File: config.mk
export PLATFORM = sky130hd
export DESIGN_NAME = stx_etx_hex_header_deframer_top
export DESIGN_NICKNAME = d
export VERILOG_FILES = /design/src/sv/stxd_pkg.sv /design/src/sv/stxd_core.sv /design/src/sv/stx_etx_hex_header_deframer_top.sv
export SDC_FILE = /design/constraint.sdc
export NUM_CORES = 1
export LEC_CHECK = 0
export CORE_ASPECT_RATIO = 1.1
export CORE_MARGIN = 2
export CORE_UTILIZATION = 49
export CTS_CLUSTER_SIZE = 24
export DETAILED_ROUTE_END_ITERATION = 6
export DONT_BUFFER_PORTS = 1
export HOLD_SLACK_MARGIN = 0.05
export PLACE_DENSITY = 0.64
export SYNTH_ARGS = -nofsm -noshare
export SYNTH_HDL_FRONTEND = slang
export SYNTH_SLANG_ARGS = --single-unit
export TNS_END_PERCENT = 1
File: constraint.sdc
create_clock -name clk_i -period 4.3 [get_ports clk_i]
set_input_delay 0.86 -clock clk_i [delete_from_list [all_inputs] [get_ports clk_i]]
set_output_delay 0.86 -clock clk_i [all_outputs]
set_load 0.05 [all_outputs]
File: src/sv/stxd_pkg.sv
// Shared types, constants and the hex digit decoder for the STX/ETX deframer.
// No dependencies.
package stxd_pkg;

  localparam int unsigned CfgIdxW = 2;
  localparam int unsigned CfgDataW = 8;
  localparam int unsigned BiasW = 5;

  localparam logic [CfgIdxW-1:0] REG_START_BYTE  = 2'd0;
  localparam logic [CfgIdxW-1:0] REG_END_BYTE    = 2'd1;
  localparam logic [CfgIdxW-1:0] REG_LENGTH_BIAS = 2'd2;

  localparam logic [7:0] START_BYTE_RST = 8'h02;
  localparam logic [7:0] END_BYTE_RST = 8'h03;
  localparam logic [BiasW-1:0] LENGTH_BIAS_RST = 5'h1e;

  localparam logic [2:0] ST_OK       = 3'd0;
  localparam logic [2:0] ST_SHORT    = 3'd1;
  localparam logic [2:0] ST_MISMATCH = 3'd2;
  localparam logic [2:0] ST_LONG     = 3'd3;
  localparam logic [2:0] ST_BADHEX   = 3'd4;

  localparam int unsigned LenDigits = 4;
  localparam int unsigned HdrTotal = 6;

  typedef struct packed {
    logic [7:0]       start_byte;
    logic [7:0]       end_byte;
    logic [BiasW-1:0] length_bias;
  } stxd_cfg_t;

  typedef struct packed {
    logic [7:0]  payload_byte;
    logic        frame_end;
    logic [7:0]  cmd_code;
    logic [15:0] length_field;
    logic [2:0]  status;
  } stxd_res_t;

  typedef struct packed {
    logic       ok;
    logic [3:0] nibble;
  } stxd_hex_t;

  function automatic stxd_hex_t hex_decode(logic [7:0] c);
    stxd_hex_t r;
    r.ok = 1'b1;
    if (c inside {[8'h30:8'h39]}) begin
      r.nibble = c[3:0];
    end else if (c inside {[8'h41:8'h46], [8'h61:8'h66]}) begin
      r.nibble = 4'(c[2:0] + 3'd1) + 4'd8;
    end else begin
      r.ok = 1'b0;
      r.nibble = 4'd0;
    end
    return r;
  endfunction

endpackage

File: src/sv/stxd_core.sv
// Frame tracker: hunt/in-frame state, header decode and result forming.
// Depends on stxd_pkg.
module stxd_core #(
  parameter int unsigned MAX_FRAME = 1024,
  parameter int unsigned MIN_BODY = 6
) (
  input  logic               clk_i,
  input  logic               rst_ni,
  input  logic               accept_i,
  input  logic [7:0]         rx_byte_i,
  input  stxd_pkg::stxd_cfg_t cfg_i,
  output logic               res_valid_o,
  output stxd_pkg::stxd_res_t res_o
);
  import stxd_pkg::*;

  localparam int unsigned CntW = ($clog2(MAX_FRAME) > $clog2(MIN_BODY + 1)) ?
                                 $clog2(MAX_FRAME) : $clog2(MIN_BODY + 1);
  localparam int unsigned ExpW = (CntW > 16 ? CntW : 16) + 2;
  localparam logic [CntW-1:0] BodyMax = CntW'(MAX_FRAME - 3);
  localparam logic [CntW-1:0] MinBody = CntW'(MIN_BODY);

  logic            in_frame_q, in_frame_d;
  logic [CntW-1:0] body_count_q, body_count_d;
  logic [15:0]     length_accum_q, length_accum_d;
  logic [7:0]      cmd_accum_q, cmd_accum_d;
  logic            hex_fault_q, hex_fault_d;

  stxd_hex_t        hex;
  logic signed [ExpW-1:0] expected;
  logic [2:0]       close_status;

  assign hex = hex_decode(rx_byte_i);
  assign expected = $signed({{(ExpW-CntW){1'b0}}, body_count_q}) +
                    ExpW'(signed'(cfg_i.length_bias));

  always_comb begin
    if (body_count_q < MinBody) begin
      close_status = ST_SHORT;
    end else if (hex_fault_q) begin
      close_status = ST_BADHEX;
    end else if (expected != $signed({{(ExpW-16){1'b0}}, length_accum_q})) begin
      close_status = ST_MISMATCH;
    end else begin
      close_status = ST_OK;
    end
  end

  always_comb begin
    in_frame_d = in_frame_q;
    body_count_d = body_count_q;
    length_accum_d = length_accum_q;
    cmd_accum_d = cmd_accum_q;
    hex_fault_d = hex_fault_q;
    res_valid_o = 1'b0;
    res_o.payload_byte = 8'd0;
    res_o.frame_end = 1'b0;
    res_o.cmd_code = cmd_accum_q;
    res_o.length_field = length_accum_q;
    res_o.status = ST_OK;
    if (accept_i) begin
      if (!in_frame_q) begin
        if (rx_byte_i == cfg_i.start_byte) begin
          in_frame_d = 1'b1;
          body_count_d = '0;
          length_accum_d = 16'd0;
          cmd_accum_d = 8'd0;
          hex_fault_d = 1'b0;
        end
      end else if (rx_byte_i == cfg_i.end_byte) begin
        res_valid_o = 1'b1;
        res_o.frame_end = 1'b1;
        res_o.status = close_status;
        in_frame_d = 1'b0;
      end else if (body_count_q >= BodyMax) begin
        res_valid_o = 1'b1;
        res_o.frame_end = 1'b1;
        res_o.status = ST_LONG;
        in_frame_d = 1'b0;
      end else begin
        body_count_d = body_count_q + 1'b1;
        if (body_count_q < CntW'(LenDigits)) begin
          length_accum_d = {length_accum_q[11:0], hex.nibble};
          hex_fault_d = hex_fault_q | ~hex.ok;
        end else if (body_count_q < CntW'(HdrTotal)) begin
          cmd_accum_d = {cmd_accum_q[3:0], hex.nibble};
          hex_fault_d = hex_fault_q | ~hex.ok;
        end else begin
          res_valid_o = 1'b1;
          res_o.payload_byte = rx_byte_i;
        end
      end
    end
  end

  always_ff @(posedge clk_i or negedge rst_ni) begin
    if (!rst_ni) begin
      in_frame_q <= 1'b0;
      body_count_q <= '0;
      length_accum_q <= 16'd0;
      cmd_accum_q <= 8'd0;
      hex_fault_q <= 1'b0;
    end else begin
      in_frame_q <= in_frame_d;
      body_count_q <= body_count_d;
      length_accum_q <= length_accum_d;
      cmd_accum_q <= cmd_accum_d;
      hex_fault_q <= hex_fault_d;
    end
  end

endmodule

File: src/sv/stx_etx_hex_header_deframer_top.sv
// STX/ETX deframer with ASCII-hex length and command header: top level.
// Holds the configuration registers and the result register.
// Depends on stxd_pkg and stxd_core.
//
// Usage: feed received bytes on the input channel (in_valid_i/in_ready_o,
// rx_byte_i). Bytes are dropped until the start byte; the first four body
// bytes give the length, the next two the command; later body bytes come
// out one item each with frame_end_o low. The end byte, or a body that
// reaches MAX_FRAME-3 bytes followed by one more byte, gives a closing item
// with frame_end_o high and the status.
// Throughput: one byte per cycle unless stalled. Latency: a result item
// is valid on out_valid_o the cycle after its byte is accepted.
// Stall: the single result register holds its item while out_ready_i is
// low; in_ready_o stays high whenever that register is empty or being
// drained in the same cycle, so bytes that give no item still flow only
// then.
// Reset: the block hunts for a start byte and the configuration returns
// to start 0x02, end 0x03, length bias -2. Write cfg_* only while idle.
module stx_etx_hex_header_deframer_top #(
  parameter int unsigned MAX_FRAME = 1024,
  parameter int unsigned MIN_BODY = 6
) (
  input  logic                           clk_i,
  input  logic                           rst_ni,
  input  logic                           cfg_we_i,
  input  logic [stxd_pkg::CfgIdxW-1:0]   cfg_idx_i,
  input  logic [stxd_pkg::CfgDataW-1:0]  cfg_data_i,
  input  logic                           in_valid_i,
  output logic                           in_ready_o,
  input  logic [7:0]                     rx_byte_i,
  output logic                           out_valid_o,
  input  logic                           out_ready_i,
  output logic [7:0]                     payload_byte_o,
  output logic                           frame_end_o,
  output logic [7:0]                     cmd_code_o,
  output logic [15:0]                    length_field_o,
  output logic [2:0]                     status_o
);
  import stxd_pkg::*;

  stxd_cfg_t cfg_q;
  stxd_res_t res;
  stxd_res_t res_q;
  logic      res_valid;
  logic      out_valid_q;
  logic      accept;

  assign in_ready_o = !out_valid_q || out_ready_i;
  assign accept = in_valid_i && in_ready_o;

  always_ff @(posedge clk_i or negedge rst_ni) begin
    if (!rst_ni) begin
      cfg_q.start_byte <= START_BYTE_RST;
      cfg_q.end_byte <= END_BYTE_RST;
      cfg_q.length_bias <= LENGTH_BIAS_RST;
    end else if (cfg_we_i) begin
      case (cfg_idx_i)
        REG_START_BYTE:  cfg_q.start_byte <= cfg_data_i;
        REG_END_BYTE:    cfg_q.end_byte <= cfg_data_i;
        REG_LENGTH_BIAS: cfg_q.length_bias <= cfg_data_i[BiasW-1:0];
        default: ;
      endcase
    end
  end

  stxd_core #(
    .MAX_FRAME(MAX_FRAME),
    .MIN_BODY (MIN_BODY)
  ) u_core (
    .clk_i      (clk_i),
    .rst_ni     (rst_ni),
    .accept_i   (accept),
    .rx_byte_i  (rx_byte_i),
    .cfg_i      (cfg_q),
    .res_valid_o(res_valid),
    .res_o      (res)
  );

  always_ff @(posedge clk_i or negedge rst_ni) begin
    if (!rst_ni) begin
      out_valid_q <= 1'b0;
    end else if (accept && res_valid) begin
      out_valid_q <= 1'b1;
    end else if (out_ready_i) begin
      out_valid_q <= 1'b0;
    end
  end

  always_ff @(posedge clk_i) begin
    if (accept && res_valid) begin
      res_q <= res;
    end
  end

  assign out_valid_o = out_valid_q;
  assign payload_byte_o = res_q.payload_byte;
  assign frame_end_o = res_q.frame_end;
  assign cmd_code_o = res_q.cmd_code;
  assign length_field_o = res_q.length_field;
  assign status_o = res_q.status;

endmodule

# Word level (Yosys, flattened, before mapping)
# Index checks and enable logic that the tools add are counted.
[totals]
out_inout_bits = 38
register_bits = 94
wordCells = 106
input_bits = 23
[op_classes]
order_cmp = 9
n_reduce_logical = 20
n_mux = 44
bitwise = 4
n_eq_ne = 11
add_sub_neg = 4
[op_table]
columns = ["operator", "count"]
rows = [
  ["$mux 16", 5],
  ["$mux 8", 6],
  ["$mux 10", 4],
  ["$mux 1", 22],
  ["$lt 10x3->1 const B", 2],
  ["$ne 18x17->1", 1],
  ["$eq 8x8->1", 2],
  ["$ge 8x7->1 const B", 2],
  ["$le 8x7->1 const B", 2],
  ["$add 11x5->12", 1],
  ["$add 10x1->10 const B", 1],
  ["$ge 10x10->1 const B", 1],
  ["$ne 2x2->1 const B", 5],
  ["$reduce_and 5->1", 2],
  ["$mux 3", 3],
  ["$ge 8x6->1 const B", 1],
  ["$le 8x6->1 const B", 1],
  ["$mux 4", 2],
  ["$reduce_and 2->1", 4],
  ["$reduce_and 6->1", 1],
  ["$reduce_bool 2->1", 3],
  ["$reduce_or 6->1", 1],
  ["$logic_and 1x1->1", 5],
  ["$add 3x1->4 const B", 1],
  ["11 further kinds", 14],
]

# Depth between registers and ports, before layout
# Gate-level depths: netlist of run 1.
[depth]
depth_word = 12
mapped_depth = 10
ltp_nobuf = 8

# By module
# From an unflattened synthesis of run 1, not the netlist that was laid out.
[hier_totals]
cells_unflattened = 363
hier_area_um2 = 4672.0
[by_module_without_submodules]
columns = ["mod", "seq_area_each_um2", "cells_per_inst", "n_inst", "area_per_inst_um2"]
rows = [
  ["stxd_core", 900.9, 276, 1, 2731.4],
  ["stx_etx_hex_header_deframer_top", 1640.3, 87, 1, 1940.6],
]

# Least setup slack after synthesis of run 1
# Ideal clock, no wire load.
[synth_timing]
kind = "input port to flip-flop"
from = "input port rx_byte_i[1]"
to = "register res_q, in the netlist cmd_code_o[0], enable pin"
path_slack_ps = 665
cell_stages = 7
arrival_ps = 3205
setup_time_ps = 430
n_path_buf = 1
required_time_ps = 3870
cell_sequence = "buf_2 -> xnor2_1 -> nand4_2 -> nor2_8 -> or2_4 -> nor2_1 -> nor2_1"
[synth_between]
elab_chain_len = 5
[synth_lines]
columns = ["element", "line_no", "text"]
rows = [
  ["start, declared", "stx_etx_hex_header_deframer_top.sv:30", "input logic [7:0] rx_byte_i,"],
  ["$eq 8x8->1", "stxd_core.sv:70", "end else if (rx_byte_i == cfg_i.end_byte) begin"],
  ["$mux 1", "stxd_core.sv:70", ""],
  ["$mux 1", "stxd_core.sv:62", "if (!in_frame_q) begin"],
  ["$mux 1", "stxd_core.sv:61", "if (accept_i) begin"],
  ["$logic_and 1x1->1", "stx_etx_hex_header_deframer_top.sv:90", "if (accept && res_valid) begin"],
  ["end signal, assigned", "stx_etx_hex_header_deframer_top.sv:91", "res_q <= res;"],
  ["end, declared", "stx_etx_hex_header_deframer_top.sv:43", "stxd_res_t res_q;"],
]
# Every way passes these cells.
# A chain may end at the register's enable or synchronous reset.

# Final worst setup path of run 1
[layout_timing]
from = "register cfg_q[4] (netlist name)"
to = "register res_q, in the netlist status_o[1], data pin"
[layout_between]
elab_chain_len = 6
[layout_lines]
columns = ["element", "line_no", "text"]
rows = [
  ["start, declared", "stx_etx_hex_header_deframer_top.sv:41", "stxd_cfg_t cfg_q;"],
  ["$add 11x5->12", "stxd_core.sv:34", "assign expected = $signed({{(ExpW-CntW){1'b0}}, body_count_q}) +"],
  ["$ne 18x17->1", "stxd_core.sv:42", "end else if (expected != $signed({{(ExpW-16){1'b0}}, length_accum_q})) begin"],
  ["$mux 2", "stxd_core.sv:42", ""],
  ["$mux 3", "stxd_core.sv:40", "end else if (hex_fault_q) begin"],
  ["$mux 3", "stxd_core.sv:38", "if (body_count_q < MinBody) begin"],
  ["$mux 3", "stxd_core.sv:70", ""],
]
# Every way passes these cells.

==> reports/metrics.csv, run 1 <==
stage,metric,value,unit
run_status,status,completed,
logic_synthesis,Synth cell types,65,
logic_synthesis,post-synthesis register bit count,94,
grt,met1 Resource Use GR,0.2581,
grt,first-pass GRT wire length,16210,µm
sta,final slew viol count,0,
grt,initial antenna violation count,0,
place,IO Port Bufs,0,
setup_path,CP Cell Sequence,ha_1 -> and3_1 -> a221oi_1 -> a32oi_1 -> a211o_1 -> o311ai_1 -> a41oi_1,
clock_network,deepest level of the CTS H-tree,3,
floorplanning,Placement Rows,38,
logic_synthesis,most common cell in the netlist,dfrtp_1,
grt,largest net degree at the start of global routing,59,
logic_synthesis,fraction of registers with async set/reset,0.6170,
logic_synthesis,commonest register cell after synthesis,dfrtp_1,
clock_network,clk buf depth,2,
setup_path,worst reg-to-reg setup slack,1.05,ns
sta,Slew @ Worst Pin,1.012,ns
setup_path,CP startpoint,cfg_q[4],
grt,gr ovfl total,0,
sta,unrepaired setup endpoints after global routing,false,
cells_and_area,Inserted Diodes,0,
power,power per cell area,495.1,nW/µm²
logic_synthesis,Synth area leaders,"dfrtp_1 26%, edfxtp_1 22%, mux2_2 5.0%, ha_1 4.6%, xnor2_1 4.3%",
sta,clk_skew,0.009786,ns
detailed_routing,DRC,0,
grt,via count of the first global-routing pass,3193,
setup_path,Worst Setup EP,status_o[1],
cells_and_area,Post-layout nets,458,
logic_synthesis,top-area cell type share of the netlist area,0.2598,
flow_run,Max-cap violations,0,
floorplanning,core area,9794,µm²
cells_and_area,Area Growth Syn to Fin,5.043,%
grt,M3 GR Usage,0.04423,
logic_synthesis,Synth Area per Inst,11.89,µm²
clock_network,Clock Latency Late Sink,0.36,ns
setup_path,kind of cell adding the most delay to the critical path,compound AO/OA/AOI/OAI gates,
clock_network,Resize count post-CTS,0,
setup_path,worst-case reg-to-reg path depth,7,
detailed_routing,initial detailed-routing violation count,182,
setup_path,WS Path Type,flip-flop to flip-flop,
setup_path,CP Launch Type,flip-flop,
power,Worst IR Drop VDD,0.1824,mV
clock_network,Root Buffer,clkbuf_8,
detailed_routing,Routed Antenna Nets,0,
cells_and_area,layout cells sized above 1,0.1449,
clock_network,"Reg clk slew, reported paths",0.09,ns
logic_synthesis,Post-Syn Instances,413,
detailed_routing,Routed WL per cell,17.79,µm
clock_network,CTS tree,done,
setup_path,Critical R2R Launch,cfg_q[4],
setup_path,crit path max-delay cell type,dfstp_2,
min_path,Hold Crit Class,primary input to async pin,
floorplanning,Die Y,109.0,µm
logic_synthesis,YS warnings,0,
setup_path,CP max stage delay,0.68,ns
setup_path,Levels on crit path,7,
setup_path,Required @ worst endpoint,4.38,ns
setup_path,Critical Path Sink Type,flip-flop,
sta,final setup TNS,0,ns
setup_path,WP buf/inv,0,
logic_synthesis,post-synthesis sequential area ratio,0.5173,
clock_network,hold buffer count at CTS,0,
place,Placer Congestion,0.8339,
grt,GRT busiest layer,met2,
detailed_routing,routed vias/inst,5.799,
grt,Total Routing Usage GR,0.1923,
logic_synthesis,Synth top cells by count,"51 x dfrtp_1, 36 x edfxtp_1, 28 x inv_1, 25 x nand2_1, 24 x xnor2_1",
detailed_routing,vias post-DR,3137,
setup_path,arrival time at the worst endpoint,3.33,ns
sta,fin crit period,3.248,ns
place,dpl hpwl,7069,µm
clock_network,setup bufs post-CTS,0,
detailed_routing,TritonRoute pass-1 iters,4,
power,total power,2.555,mW
sta,period utilization,0.7555,
floorplanning,die area,10840,µm²
detailed_routing,routed wire length,9623,µm
sta,Finish-stage setup viols,0,
clock_network,clock sink count,94,
sta,f_max,0.3078,GHz
logic_synthesis,Post-synth EDFFs,36,
sta,final hold vios,0,
floorplanning,Die W,99.47,µm
grt,met2 Use GR,0.3079,
logic_synthesis,syn_nets,455,
floorplanning,Starting Density,0.5015,
power,P_leak,2.114,nW
floorplanning,I/O pin count,61,
setup_path,worst r2r dst,status_o[1],
logic_synthesis,mapped cell area,4912,µm²
setup_path,crit-path max FO,11,
sta,Slew Limit Headroom,0.3201,
clock_network,number of CTS-inserted buffers,9,
logic_synthesis,most area-hungry cell type in the Yosys netlist,dfrtp_1,
-- through the flow --
stage	cells	hold WS [ns]	cell area (µm²)	setup WS, ns	util
floorplan	413	0.4249	4912	0.6653	-
global placement	525	0.4338	4982	1.213	0.5087
detailed placement	525	0.4331	4982	1.199	0.5087
CTS	541	0.1675	5160	1.185	0.5268
global route	541	0.1594	5160	0.9249	0.5268
finish	541	0.1886	5160	1.052	0.5268
-- worst min path at each step --
stage,start,to,slack (ns),cells after the start
final,rst_ni,u_core.body_count_q[4],0.19,0
after global routing,rst_ni,cfg_q[15],0.16,0
after floorplan,u_core.cmd_accum_q[4],cmd_code_o[4],0.42,0
after detailed placement,u_core.cmd_accum_q[7],cmd_code_o[7],0.43,0
after CTS,rst_ni,u_core.body_count_q[4],0.17,0
after global placement,u_core.cmd_accum_q[4],cmd_code_o[4],0.43,0
-- layer usage --
layer	vias up	routed length (µm)
li1	1495	-
met1	1534	4555
met2	88	4467
met3	20	407
met4	0	191
met5	-	0
-- where the power goes --
part           total, mW  switching [mW]  leakage (nW)  internal (mW)
combinational      0.674           0.360         0.991          0.314
clock              0.535           0.295        0.0833          0.241
sequential          1.34           0.228          1.04           1.12
-- placed cells by master (no fill, tap or decap), types with 3 or more instances in the layout --
| cell | count |
|---|---|
| a21oi_1 | 13 |
| ha_1 | 18 |
| o21ai_1 | 8 |
| inv_1 | 28 |
| mux2_2 | 22 |
| xor2_1 | 10 |
| mux2_1 | 8 |
| dfrtp_1 | 51 |
| mux2i_1 | 14 |
| or3_1 | 5 |
| nand3_1 | 16 |
| nor3_1 | 7 |
| and3_1 | 4 |
| nor2_1 | 17 |
| a21o_1 | 3 |
| nor4_1 | 3 |
| nand4_2 | 3 |
| nand2_1 | 25 |
| and2_1 | 9 |
| edfxtp_1 | 36 |
| nor2b_1 | 3 |
| o211ai_1 | 3 |
| nor3b_1 | 5 |
| or4_1 | 4 |
| o21ai_0 | 14 |
| xnor2_1 | 24 |
| nand3b_1 | 3 |
| a211oi_1 | 6 |
| dfstp_2 | 7 |
| clkbuf_8 | 11 |
-- final cells by class --
class / count / area, µm²
clock buffers: 13 / 158.9
well taps: 120 / 150.1
flip-flops and latches: 94 / 2541
repair buffers: 1 / 7.507
fillers: 846 / 4634
multi-input cells: 282 / 2178
inverters: 28 / 105.1
clock inverters: 3 / 18.77
-- sequential cells by signal (all words and copies together), names as in the netlist --
| register | count |
|---|---|
| cmd_code_o | 8 |
| frame_end_o | 1 |
| u_core.hex_fault_q | 1 |
| status_o | 3 |
| out_valid_o | 1 |
| length_field_o | 16 |
| u_core.in_frame_q | 1 |
| cfg_q | 21 |
| payload_byte_o | 8 |
| u_core.cmd_accum_q | 8 |
| u_core.body_count_q | 10 |
| u_core.length_accum_q | 16 |
-- logic make-up (layout without fill, tap and decap cells) --
logic type,count (synthesis),count (layout),synth area share
compound gates,65,65,0.09017
xor+xnor,34,34,0.06062
fa+ha+maj,19,19,0.04992
buf+inv,37,45,0.04075
flops,94,94,0.5173
mux,44,44,0.09730
simple gates,120,120,0.1439
No activity file was read; power rests on OpenSTA's default activity.
==> run 2: changes to the inputs <==
--- a/config.mk
+++ b/config.mk
@@ -5,6 +5,7 @@
 export SDC_FILE = /design/constraint.sdc
 export NUM_CORES = 1
 export LEC_CHECK = 0
+export ABC_AREA = 1
 export CORE_ASPECT_RATIO = 1.1
 export CORE_MARGIN = 2
 export CORE_UTILIZATION = 49
@@ -12,7 +13,7 @@
 export DETAILED_ROUTE_END_ITERATION = 6
 export DONT_BUFFER_PORTS = 1
 export HOLD_SLACK_MARGIN = 0.05
-export PLACE_DENSITY = 0.64
+export PLACE_DENSITY = 0.66
 export SYNTH_ARGS = -nofsm -noshare
 export SYNTH_HDL_FRONTEND = slang
 export SYNTH_SLANG_ARGS = --single-unit
==> constraint.sdc (replaced) <==
create_clock -name clk_i -period 2.9 [get_ports clk_i]
set_input_delay 0.58 -clock clk_i [delete_from_list [all_inputs] [get_ports clk_i]]
set_output_delay 0.58 -clock clk_i [all_outputs]
set_load 0.05 [all_outputs]
==> reports/metrics.csv, run 2 <==
stage,metric,value,unit,change
cells_and_area,"commonest non-fill, non-tap cell in the layout",nand2_1,,was dfrtp_1
cells_and_area,Biggest register,cfg_q,,unchanged
clock_network,Root Buffer,clkbuf_16,,was clkbuf_8
logic_synthesis,mapped cell area,5192,µm²,was 4912 µm²
sta,final slew viol count,0,,unchanged
setup_path,Critical Path Sink Type,flip-flop,,unchanged
place,Placer Congestion,0.8861,,was 0.8339
sta,clk_skew,0.007995,ns,was 0.009786 ns
logic_synthesis,fraction of registers with async set/reset,0.6170,,unchanged
power,Pint,2.824,mW,was 1.672 mW
cells_and_area,Post-layout nets,625,,was 458
detailed_routing,DRC,0,,unchanged
place,IO Port Bufs,0,,unchanged
floorplanning,Placement Rows,39,,was 38
power,Switch Pwr,1.968,mW,was 0.8826 mW
logic_synthesis,post-synthesis register bit count,94,,unchanged
clock_network,clock sink count,94,,unchanged
cells_and_area,Inserted Diodes,0,,unchanged
logic_synthesis,syn_nets,621,,was 455
power,Sw Ratio,0.4106,,was 0.3455
cells_and_area,layout cells sized above 1,0.1667,,was 0.1449
clock_network,CTS tree,done,,unchanged
logic_synthesis,most area-hungry cell type in the Yosys netlist,dfrtp_1,,unchanged
cells_and_area,cell area after layout,5608,µm²,was 5160 µm²
detailed_routing,vias post-DR,3831,,was 3137
place,Placed Area,5314,µm²,was 4982 µm²
logic_synthesis,Synth top cells by count,"146 x nand2_1, 66 x inv_1, 51 x dfrtp_1, 45 x nor2_1, 36 x edfxtp_1",,"was 51 x dfrtp_1, 36 x edfxtp_1, 28 x inv_1, 25 x nand2_1, 24 x xnor2_1"
sta,f_max,0.4300,GHz,was 0.3078 GHz
detailed_routing,initial detailed-routing violation count,166,,was 182
flow_run,Max-cap violations,0,,unchanged
logic_synthesis,top-area cell type share of the netlist area,0.2458,,was 0.2598
logic_synthesis,commonest register cell after synthesis,dfrtp_1,,unchanged
sta,period utilization,0.8019,,was 0.7555
setup_path,crit-path max FO,6,,was 11
floorplanning,Starting Density,0.5019,,was 0.5015
cells_and_area,fin cells,731,,was 541
grt,Total Routing Usage GR,0.2016,,was 0.1923
floorplanning,I/O pin count,61,,unchanged
place,# placed instances,714,,was 525
clock_network,Clock Latency Late Sink,0.34,ns,was 0.36 ns
grt,largest net degree at the start of global routing,52,,was 59
sta,Finish-stage setup viols,0,,unchanged
setup_path,worst r2r dst,status_o[1],,unchanged
setup_path,CP Launch Type,flip-flop,,unchanged
logic_synthesis,Post-synth EDFFs,36,,unchanged
grt,first-pass GRT wire length,18130,µm,was 16210 µm
logic_synthesis,Synth area leaders,"dfrtp_1 25%, edfxtp_1 21%, nand2_1 11%, o21ai_2 5.4%, inv_1 4.8%",,"was dfrtp_1 26%, edfxtp_1 22%, mux2_2 5.0%, ha_1 4.6%, xnor2_1 4.3%"
floorplanning,Die W,102.2,µm,was 99.47 µm
logic_synthesis,YS warnings,0,,unchanged
power,power per cell area,854.5,nW/µm²,was 495.1 nW/µm²
logic_synthesis,most common cell in the netlist,nand2_1,,was dfrtp_1
logic_synthesis,post-synthesis sequential area ratio,0.4894,,was 0.5173
setup_path,Critical R2R Launch,u_core.body_count_q[0],,was cfg_q[4]
logic_synthesis,Post-Syn Instances,579,,was 413
sta,final setup TNS,0,ns,unchanged
power,P_leak,2.480,nW,was 2.114 nW
setup_path,WS Path Type,flip-flop to flip-flop,,unchanged
clock_network,Resize count post-CTS,0,,unchanged
cells_and_area,Area Growth Syn to Fin,8.000,%,was 5.043%
detailed_routing,Routed Antenna Nets,0,,unchanged
setup_path,arrival time at the worst endpoint,2.42,ns,was 3.33 ns
setup_path,Required @ worst endpoint,3.00,ns,was 4.38 ns
min_path,Hold Crit Class,primary input to async pin,,unchanged
cells_and_area,max FFs per register,21,,unchanged
floorplanning,Die Y,112.0,µm,was 109.0 µm
detailed_routing,TritonRoute pass-1 iters,5,,was 4
sta,unrepaired setup endpoints after global routing,false,,unchanged
detailed_routing,Routed WL per cell,14.57,µm,was 17.79 µm
grt,initial antenna violation count,0,,unchanged
detailed_routing,routed wire length,10650,µm,was 9623 µm
clock_network,deepest level of the CTS H-tree,3,,unchanged
detailed_routing,routed vias/inst,5.241,,was 5.799
floorplanning,core area,10340,µm²,was 9794 µm²
power,clock share of power,0.224,,was 0.210
grt,via count of the first global-routing pass,3655,,was 3193
sta,Slew @ Worst Pin,0.5396,ns,was 1.012 ns
run_status,status,completed,,unchanged
power,Worst IR Drop VDD,0.3352,mV,was 0.1824 mV
power,sequential power share,0.451,,was 0.526
sta,final hold vios,0,,unchanged
cells_and_area,"commonest non-fill, non-tap cells in the layout","146 x nand2_1, 66 x inv_1, 51 x dfrtp_1, 45 x nor2_1, 36 x edfxtp_1",,"was 51 x dfrtp_1, 36 x edfxtp_1, 28 x inv_1, 25 x nand2_1, 24 x xnor2_1"
sta,Slew Limit Headroom,0.6403,,was 0.3201
setup_path,worst reg-to-reg setup slack,0.57,ns,was 1.05 ns
clock_network,number of CTS-inserted buffers,9,,unchanged
grt,gr ovfl total,0,,unchanged
sta,fin crit period,2.326,ns,was 3.248 ns
clock_network,clk buf depth,2,,unchanged
place,dpl hpwl,7918,µm,was 7069 µm
floorplanning,die area,11440,µm²,was 10840 µm²
clock_network,"Reg clk slew, reported paths",0.07,ns,was 0.09 ns
clock_network,setup bufs post-CTS,0,,unchanged
setup_path,worst-case reg-to-reg path depth,14,,was 7
logic_synthesis,Synth cell types,43,,was 65
logic_synthesis,Synth Area per Inst,8.968,µm²,was 11.89 µm²
power,Logic pwr share,0.324,,was 0.264
run 2: changes by cell type after synthesis, sizes merged, moves of 6 or more:
cell,previous run,this run
o21ai,22,63
nand4,5,14
nand3,16,31
nor2,20,47
nand2,25,168
mux2,30,0
xnor2,24,11
inv,28,76
nor3,7,1
and2,9,0
mux2i,14,0
run 2: metrics by stage:
step	hold slack [ns]	total power, mW	setup WS [ns]	utilization
finish	0.07625	4.792	0.5744	0.5421
global route	0.05978	5.122	0.3937	0.5421
CTS	0.06550	4.817	0.5950	0.5421
detailed placement	0.2855	3.720	0.5951	0.5137
global placement	0.2864	3.679	0.6428	0.5137
floorplan	0.2844	3.374	0.2459	-
run 2: layout make-up:
| class | count | area [µm²] |
|---|---|---|
| Fill cell | 948 | 4737 |
| Sequential cell | 94 | 2541 |
| Multi-Input combinational cell | 398 | 2271 |
| Inverter | 76 | 287.8 |
| Clock buffer | 10 | 229.0 |
| Tap cell | 143 | 178.9 |
| Timing Repair Buffer | 4 | 62.56 |
| Clock inverter | 6 | 37.54 |
run 2: worst max path at each step:
stage | start | endpoint | slack (ns) | cells after the start
after global placement | rx_byte_i[3] | length_field_o[6] | 0.64 | 11
after CTS | u_core.body_count_q[0] | status_o[1] | 0.60 | 14
after floorplan | out_valid_o | cmd_code_o[0] | 0.25 | 5
after global routing | u_core.body_count_q[0] | status_o[1] | 0.39 | 14
after detailed placement | u_core.body_count_q[0] | status_o[1] | 0.60 | 14
final | u_core.body_count_q[0] | status_o[1] | 0.57 | 14
run 2: what timing repair did:
item | CTS | global route
hold buffers | 1 | 0
hold endpoints to repair | 51 | 0
endpoints found under the setup margin | 0 | 0
run 2: critical path, stage by stage, from the launching register on:
cell	delay (ns)
dfrtp_1	0.45
ha_1	0.26
fa_1	0.49
inv_1	0.10
nand2_1	0.06
nand3_1	0.09
nand2_1	0.05
inv_1	0.05
nand3_1	0.06
nor2_1	0.10
nand3_1	0.07
nor2_1	0.10
nand3_1	0.08
nand2_1	0.06
a21oi_1	0.05
run 2: power by group through the flow:
| stage | sequential, mW | clock [mW] | combinational (mW) |
|---|---|---|---|
| finish | 2.16 | 1.08 | 1.55 |
| global route | 2.21 | 1.16 | 1.76 |
| CTS | 2.16 | 1.10 | 1.56 |
| detailed placement | 2.19 | 0 | 1.53 |
| global placement | 2.18 | 0 | 1.50 |
| floorplan | 2.10 | 0 | 1.27 |
run 2: cells by family after synthesis:
logic type,count (synthesis),share of synthesized area
buf+inv,87,0.07325
fa+ha+maj,19,0.04723
xor+xnor,26,0.04386
flops,94,0.4894
compound gates,83,0.1123
simple gates,270,0.2340
run 2: routing by layer:
layer / part of all wire / track usage
met1: 0.46 / 0.2756
met2: 0.47 / 0.3202
met3: 0.042 / 0.03704
met4: 0.028 / 0.07289
met5: 0 / 0
